### src/sv/tsws_pkg.sv
`timescale 1ns / 1ps
// ----------------------------------------------------------------------------
// tsws_pkg
// Shared types and constants for the token stream word segmenter.
// ----------------------------------------------------------------------------
package tsws_pkg;

  localparam int unsigned TOKEN_W = 8;
  localparam int unsigned WORD_W  = 16;
  localparam int unsigned FRAME_W = 16;

  localparam logic [FRAME_W-1:0] FRAME_TOP = 16'hFFFF;

  localparam int unsigned FIFO_DEPTH = 4;
  localparam int unsigned PTR_W      = 2;
  localparam int unsigned CNT_W      = 3;

  localparam logic KIND_LETTER = 1'b0;
  localparam logic KIND_WORD   = 1'b1;

  typedef enum logic [1:0] {
    REG_LEXICON_MODE  = 2'd0,
    REG_SILENCE_INDEX = 2'd1,
    REG_BLANK_INDEX   = 2'd2,
    REG_BLANK_PRESENT = 2'd3
  } reg_idx_t;

  typedef struct packed {
    logic               kind;
    logic [WORD_W-1:0]  value;
    logic [FRAME_W-1:0] begin_frame;
    logic [FRAME_W-1:0] end_frame;
    logic               last;
  } result_t;

endpackage

### src/sv/token_stream_word_segmenter_unit.sv
`timescale 1ns / 1ps
// ----------------------------------------------------------------------------
// token_stream_word_segmenter_unit
// Splits a stream of decoded frames into kept letters and words with
// begin and end frame numbers, in lexicon or letter-collapsing mode.
// ----------------------------------------------------------------------------
// Channel  | Direction | Contents
// s_*      | in        | tdata {word_id, token}, tuser first_frame, tlast last_frame
// m_*      | out       | tdata {end_frame, begin_frame, value}, tuser kind, tlast last
// APB      | in/out    | lexicon_mode, silence_index, blank_index, blank_present
//
// One frame is accepted per cycle while s_tready is high; its results are
// written into a 4-entry result queue in the same edge and leave one per
// cycle while m_tready is high. Two-result frames drain one result per cycle,
// so the queue sets the sustained rate; s_tready drops under two free slots.
// Reset (rst, synchronous) clears state, registers and the queue.
// ----------------------------------------------------------------------------
module token_stream_word_segmenter_unit (
  input  logic        clk,
  input  logic        rst,
  input  logic        s_tvalid,
  output logic        s_tready,
  input  logic [23:0] s_tdata,   // token[7:0], word_id[23:8]
  input  logic        s_tuser,   // first_frame
  input  logic        s_tlast,   // last_frame
  output logic        m_tvalid,
  input  logic        m_tready,
  output logic [47:0] m_tdata,   // value[15:0], begin_frame[31:16], end_frame[47:32]
  output logic        m_tuser,   // kind
  output logic        m_tlast,   // last
  input  logic        psel,
  input  logic        penable,
  input  logic        pwrite,
  input  logic [3:0]  paddr,
  input  logic [31:0] pwdata,
  output logic [31:0] prdata,
  output logic        pready
);

  logic                            lexicon_mode;
  logic [tsws_pkg::TOKEN_W-1:0]    silence_index;
  logic [tsws_pkg::TOKEN_W-1:0]    blank_index;
  logic                            blank_present;

  logic [tsws_pkg::FRAME_W-1:0]    frame_count;
  logic [tsws_pkg::TOKEN_W-1:0]    prior_token;
  logic                            prior_was_blank;
  logic                            word_open;
  logic [tsws_pkg::FRAME_W-1:0]    word_start;

  logic [tsws_pkg::FRAME_W-1:0]    frame_count_next;
  logic                            word_open_next;
  logic [tsws_pkg::FRAME_W-1:0]    word_start_next;

  tsws_pkg::result_t               fifo [tsws_pkg::FIFO_DEPTH];
  logic [tsws_pkg::PTR_W-1:0]      wr_ptr;
  logic [tsws_pkg::PTR_W-1:0]      rd_ptr;
  logic [tsws_pkg::CNT_W-1:0]      count;

  logic                            in_fire;
  logic                            out_fire;
  logic                            cfg_wr;
  tsws_pkg::reg_idx_t              cfg_idx;

  logic [tsws_pkg::TOKEN_W-1:0]    token;
  logic [tsws_pkg::WORD_W-1:0]     word_id;
  logic [tsws_pkg::FRAME_W-1:0]    frame;
  logic                            seq_start;
  logic                            wo;
  logic                            pwb;
  logic                            is_blank;
  logic                            is_sil;
  logic                            letter_frame;
  logic                            keep;
  logic                            wo_kept;
  logic                            close_word;
  tsws_pkg::result_t               res0;
  tsws_pkg::result_t               res1;
  logic [1:0]                      res_n;
  tsws_pkg::result_t               head;

  assign pready   = 1'b1;
  assign cfg_wr   = psel && penable && pwrite && pready;
  assign cfg_idx  = tsws_pkg::reg_idx_t'(paddr[3:2]);
  assign in_fire  = s_tvalid && s_tready;
  assign out_fire = m_tvalid && m_tready;
  assign s_tready = count < tsws_pkg::CNT_W'(tsws_pkg::FIFO_DEPTH - 1);
  assign m_tvalid = count != '0;
  assign head     = fifo[rd_ptr];
  assign m_tdata  = {head.end_frame, head.begin_frame, head.value};
  assign m_tuser  = head.kind;
  assign m_tlast  = head.last;

  always_comb begin
    unique case (cfg_idx)
      tsws_pkg::REG_LEXICON_MODE:  prdata = {31'd0, lexicon_mode};
      tsws_pkg::REG_SILENCE_INDEX: prdata = {24'd0, silence_index};
      tsws_pkg::REG_BLANK_INDEX:   prdata = {24'd0, blank_index};
      tsws_pkg::REG_BLANK_PRESENT: prdata = {31'd0, blank_present};
      default:                     prdata = '0;
    endcase
  end

  always_ff @(posedge clk) begin
    if (rst) begin
      lexicon_mode  <= 1'b0;
      silence_index <= '0;
      blank_index   <= '0;
      blank_present <= 1'b0;
    end else if (cfg_wr) begin
      unique case (cfg_idx)
        tsws_pkg::REG_LEXICON_MODE:  lexicon_mode  <= pwdata[0];
        tsws_pkg::REG_SILENCE_INDEX: silence_index <= pwdata[7:0];
        tsws_pkg::REG_BLANK_INDEX:   blank_index   <= pwdata[7:0];
        tsws_pkg::REG_BLANK_PRESENT: blank_present <= pwdata[0];
        default: ;
      endcase
    end
  end

  always_comb begin
    token        = s_tdata[7:0];
    word_id      = s_tdata[23:8];
    frame        = s_tuser ? '0 : frame_count;
    seq_start    = s_tuser || (frame_count == '0);
    wo           = s_tuser ? 1'b0 : word_open;
    pwb          = s_tuser ? 1'b0 : prior_was_blank;
    is_blank     = blank_present && (token == blank_index);
    is_sil       = token == silence_index;
    letter_frame = !is_sil && !is_blank;
    word_start_next = (letter_frame && !wo) ? frame : word_start;
    frame_count_next = (frame == tsws_pkg::FRAME_TOP) ? tsws_pkg::FRAME_TOP
                                                      : frame + 16'd1;
    keep       = 1'b0;
    wo_kept    = 1'b0;
    close_word = 1'b0;
    res0       = '0;
    res1       = '0;
    res_n      = 2'd0;
    if (lexicon_mode) begin
      wo_kept    = wo || letter_frame;
      close_word = wo_kept && (word_id != '0);
      word_open_next = wo_kept && !close_word;
      res0 = '{kind: tsws_pkg::KIND_WORD, value: word_id, begin_frame: word_start_next,
               end_frame: frame, last: 1'b1};
      res_n = close_word ? 2'd1 : 2'd0;
    end else begin
      keep       = letter_frame && (pwb || seq_start || (prior_token != token));
      wo_kept    = wo || keep;
      close_word = (is_sil || s_tlast) && wo_kept;
      word_open_next = wo_kept && !close_word;
      res1 = '{kind: tsws_pkg::KIND_WORD, value: '0, begin_frame: word_start_next,
               end_frame: frame, last: 1'b1};
      if (keep) begin
        res0 = '{kind: tsws_pkg::KIND_LETTER, value: {8'd0, token},
                 begin_frame: word_start_next, end_frame: frame, last: !close_word};
        res_n = close_word ? 2'd2 : 2'd1;
      end else begin
        res0  = res1;
        res_n = close_word ? 2'd1 : 2'd0;
      end
    end
  end

  always_ff @(posedge clk) begin
    if (rst) begin
      frame_count     <= '0;
      prior_token     <= '0;
      prior_was_blank <= 1'b0;
      word_open       <= 1'b0;
      word_start      <= '0;
    end else if (in_fire) begin
      frame_count     <= frame_count_next;
      prior_token     <= token;
      prior_was_blank <= is_blank;
      word_open       <= word_open_next;
      word_start      <= word_start_next;
    end
  end

  always_ff @(posedge clk) begin
    if (in_fire && (res_n != 2'd0)) begin
      fifo[wr_ptr] <= res0;
    end
    if (in_fire && (res_n == 2'd2)) begin
      fifo[wr_ptr + 2'd1] <= res1;
    end
  end

  always_ff @(posedge clk) begin
    if (rst) begin
      wr_ptr <= '0;
      rd_ptr <= '0;
      count  <= '0;
    end else begin
      wr_ptr <= wr_ptr + (in_fire ? res_n : 2'd0);
      rd_ptr <= rd_ptr + {1'b0, out_fire};
      count  <= count + {1'b0, (in_fire ? res_n : 2'd0)} - {2'd0, out_fire};
    end
  end

  a_queue_bound: assert property (@(posedge clk) disable iff (rst)
    count <= tsws_pkg::CNT_W'(tsws_pkg::FIFO_DEPTH))
    else $error("result queue overflow");

  a_first_frame_count: assert property (@(posedge clk) disable iff (rst)
    (in_fire && s_tuser) |=> (frame_count == 16'd1))
    else $error("frame count not restarted by first frame");

  a_queue_hold: assert property (@(posedge clk) disable iff (rst)
    (m_tvalid && !m_tready && !in_fire) |=> $stable(count) && $stable(rd_ptr))
    else $error("stalled result queue changed");

endmodule

### config.mk
export PLATFORM = sky130hd
export DESIGN_NAME = token_stream_word_segmenter_unit
export DESIGN_NICKNAME = d
export VERILOG_FILES = /design/src/sv/tsws_pkg.sv /design/src/sv/token_stream_word_segmenter_unit.sv
export SDC_FILE = /design/constraint.sdc
export NUM_CORES = 1
export LEC_CHECK = 0
export BUFFER_PORTS_ARGS = -buffer_cell sky130_fd_sc_hd__buf_4
export CAP_MARGIN = 5
export CELL_PAD_IN_SITES_DETAIL_PLACEMENT = 1
export CELL_PAD_IN_SITES_GLOBAL_PLACEMENT = 1
export CORE_MARGIN = 10
export CORE_UTILIZATION = 47
export DETAILED_ROUTE_END_ITERATION = 8
export GPL_ROUTABILITY_DRIVEN = 0
export MAX_ROUTING_LAYER = met4
export PLACE_DENSITY = 0.93
export SETUP_SLACK_MARGIN = 0.1
export SLEW_MARGIN = 20
export SYNTH_ARGS = -nofsm -noshare
export SYNTH_HDL_FRONTEND = slang
export SYNTH_SLANG_ARGS = --single-unit
export TNS_END_PERCENT = 20
### constraint.sdc
create_clock -name clk -period 5.4 [get_ports clk]
set_input_delay 1.62 -clock clk [delete_from_list [all_inputs] [get_ports clk]]
set_output_delay 1.62 -clock clk [all_outputs]
set_load 0.02 [all_outputs]
==> impl_metrics.csv <==
group,metric,value,unit
critical_path,r2r_slack,1.77,ns
flow_run,cap_violations,0,
detailed_routing,avgRoutedWirePerCell,27.9,um
sta,period_needed,4.29,ns
clocking,cts-buffers-inserted,28,
hold_path,hold_class,"flop to flop",
critical_path,cp_data_arrival_time,2.67,ns
clocking,cts_resized,0,
yosys,ys_ff_latch,267,
die,row_count,60,
pwr,p_sw_share,33.8,%
pwr,p_leak,0.00557,uW
pwr,internal-power,4390,uW
cells_and_area,final_common_cell,"a21oi_1",
grt,grt_max_degree,68,
yosys,yosysUniqueCellTypes,53,
cells_and_area,nFillCells,2810,
clocking,cts_sinks,267,
critical_path,critPathMaxFanout,7,
cells_and_area,final_cell_mix,"a21oi_1, edfxtp_1, nand2_1",
sta,clock_skew,0.0191,ns
yosys,synth_edf_count,136,
clocking,ctsHoldBuffers,0,
die,die_h,184,um
pwr,p_clk_share,29.2,%
clocking,cts_setup_buffers,0,
pwr,peakVddDrop,0.285,mV
run_status,status,"completed",
pwr,p_switching,2240,uW
cells_and_area,stdcell_area,14500,sq um
sta,hold_viol,0,
die,start_util,47.4,%
detailed_routing,route.detailed.drc,0,
yosys,avgSynthCellArea,11.2,sq um
hold_path,worstHoldStart,"prior_was_blank$_SDFFE_PP0P_",
die,die_w,184,um
detailed_routing,num_vias,10100,
sta,tightest_slew,0.881,ns
critical_path,reg2reg_from,"frame_count[2]$_SDFFE_PP0P_",
yosys,yosys_warnings,0,
detailed_routing,wl,43300,um
detailed_routing,ant_nets,0,
detailed_routing,drt_first_pass_iters,5,
pwr,p_per_area,458,nW/um^2
clocking,ctsHtreeMaxLevel,1,
yosys,synth_flop_cell,"edfxtp_1",
sta,finalCritPeriodShare,79.4,%
sta,fmax,0.233,GHz
grt,grt_pass1_vias,10700,
die,die-area,33900,sq um
sta,relSlewSlack,41.3,%
cells_and_area,drive_gt1_share,19.7,%
clocking,cts.clk_slew.worst_paths,0.06,ns
clocking,cts_tree,"yes",
cells_and_area,final_nets,1266,
clocking,clock_path_buffers,3,
cells_and_area,area_growth,14.3,%
yosys,syn_area,12700,sq um
die,ioPinCount,154,
place,dpl_cell_area,13600,sq um
critical_path,path_class,"primary input to primary output",
clocking,clk_latency,0.56,ns
hold_path,whs_path_depth,2,
pwr,seqPwrFrac,41.1,%
critical_path,reg2reg_to,"fifo[1][32]$_DFFE_PP_",
detailed_routing,via_per_inst,6.49,
grt,gr-total-overflow,0,
sta,slew_violations,0,
place,numPortBuffers,102,
place,hpwl,25500,um
critical_path,cp-start-kind,"primary input",
critical_path,worstPathRequired,3.78,ns
yosys,synth.area.top_cells,"edfxtp_1, dfxtp_1, mux4_2, mux2i_1, a21oi_1",
clocking,clockRootBuffer,"clkbuf_16",
critical_path,critPathCaptureType,"primary output",
detailed_routing,drt-initial-drc-count,1306,
grt,antenna_found_initial,1,
yosys,synth_cells,1131,
sta,final.setup.tns,0,ns
pwr,pwr-share-comb,29.7,%
yosys,yosysTopAreaCell,"edfxtp_1",
grt,grt_pass1_wl,65700,um
grt,grtUsageTotal,25.7,%
yosys,async_flop_share,0,%
yosys,synth_top_area_share,32.2,%
yosys,ys_seq_area_share,52.9,%
hold_path,hold_end,"prior_was_blank$_SDFFE_PP0P_",
sta,setup_violations,0,
sta,rsz0062_at_grt,"no",
die,fp.coreArea,26700,sq um
critical_path,ff2ff_path_depth,8,
cells in the mapped netlist, types with 4 or more instances:
cell	count
nor3_1	15
buf_1	9
buf_4	30
mux2i_1	91
a22o_1	15
clkbuf_1	47
inv_1	36
o21ai_2	4
mux4_2	51
buf_6	8
nand3_1	13
nor4_1	9
nand2_1	130
buf_2	21
nand4_1	10
clkbuf_2	9
ha_1	6
o21ai_0	11
xnor2_1	28
nor2b_1	10
a31oi_1	5
nor2_1	65
dfxtp_1	131
a211oi_1	33
and3_1	5
a21oi_1	157
edfxtp_1	136
worst max-delay path, cell delays in order:
cell	delay, ns
buf_4	0.13
nor2b_1	0.52
a22o_1	0.24
buf_4	0.16
power groups by stage:
| stage | Sequential, uW | Clock, uW | Combinational [uW] |
|---|---|---|---|
| 2_1_floorplan | 2620 | 0 | 1280 |
| 3_3_place_gp | 2760 | 0 | 1730 |
| 3_5_place_dp | 2800 | 0 | 1810 |
| 4_1_cts | 2780 | 1940 | 1870 |
| 5_1_grt | 2750 | 2030 | 2070 |
| 6_report | 2730 | 1940 | 1970 |
worst max path at each step:
stage,from,endpoint,slack (ns),cells after the start
CTS,paddr[2],prdata[6],1.13,4
finish,paddr[2],prdata[6],1.11,4
floorplan,s_tdata[4],fifo[3][0]$_DFFE_PP_,1.01,10
detailed placement,s_tdata[7],fifo[2][45]$_SDFFE_PP0N_,0.82,10
global route,paddr[2],prdata[7],0.98,4
global placement,s_tdata[7],fifo[2][34]$_SDFFE_PP0N_,0.98,10
per-layer routing:
metal | vias up | global-route usage (%) | wire length, um
met1 | 5048 | 30.0 | 15800
met2 | 693 | 42.6 | 21900
met5 | - | - | 0
li1 | 4181 | - | -
met4 | 0 | 12.2 | 1960
met3 | 166 | 4.23 | 3690
sequential cells by signal (all words and copies together), names as in the netlist:
name,flops
silence_index,8
rd_ptr,2
prior_token,8
wr_ptr,2
word_open,1
word_start,16
blank_index,8
lexicon_mode,1
frame_count,16
prior_was_blank,1
fifo,200
count,3
blank_present,1
layout make-up:
class                      count  area, sq um  area share, %
multi-input combinational    727         5270           36.4
timing repair buffer         130         1030           7.14
clock inverter                 9         70.1          0.484
clock buffer                  43          830           5.73
sequential                   267         6710           46.3
antenna                        1         2.50         0.0173
tap                          341          427           2.95
inverter                      36          135          0.933
logic make-up (layout without fill, tap and decap cells):
kind of cell	count (synthesis)	after routing	synth area share, %
AO/OA/AOI/OAI	244	244	11.4
XOR/XNOR	30	30	2.07
adder cells (fa/ha/maj)	7	7	0.751
buffers and inverters	160	218	6.40
flip-flops	267	267	52.9
multiplexers	142	142	16.3
other	2	26	0.0593
AND/OR/NAND/NOR	279	279	10.1
per-stage QoR:
step           util [%]  instances  setup WS [ns]  hold WS (ns)  total power [uW]
3_5_place_dp       50.7       1500          0.816         0.452              4610
6_report           54.2       1554           1.11         0.462              6640
4_1_cts            54.1       1552           1.13         0.462              6590
3_3_place_gp       50.7       1500          0.982         0.440              4480
2_1_floorplan         -       1154           1.01         0.431              3900
5_1_grt            54.2       1554          0.985         0.493              6860
Note: power is estimated with default switching activity, not from simulation.
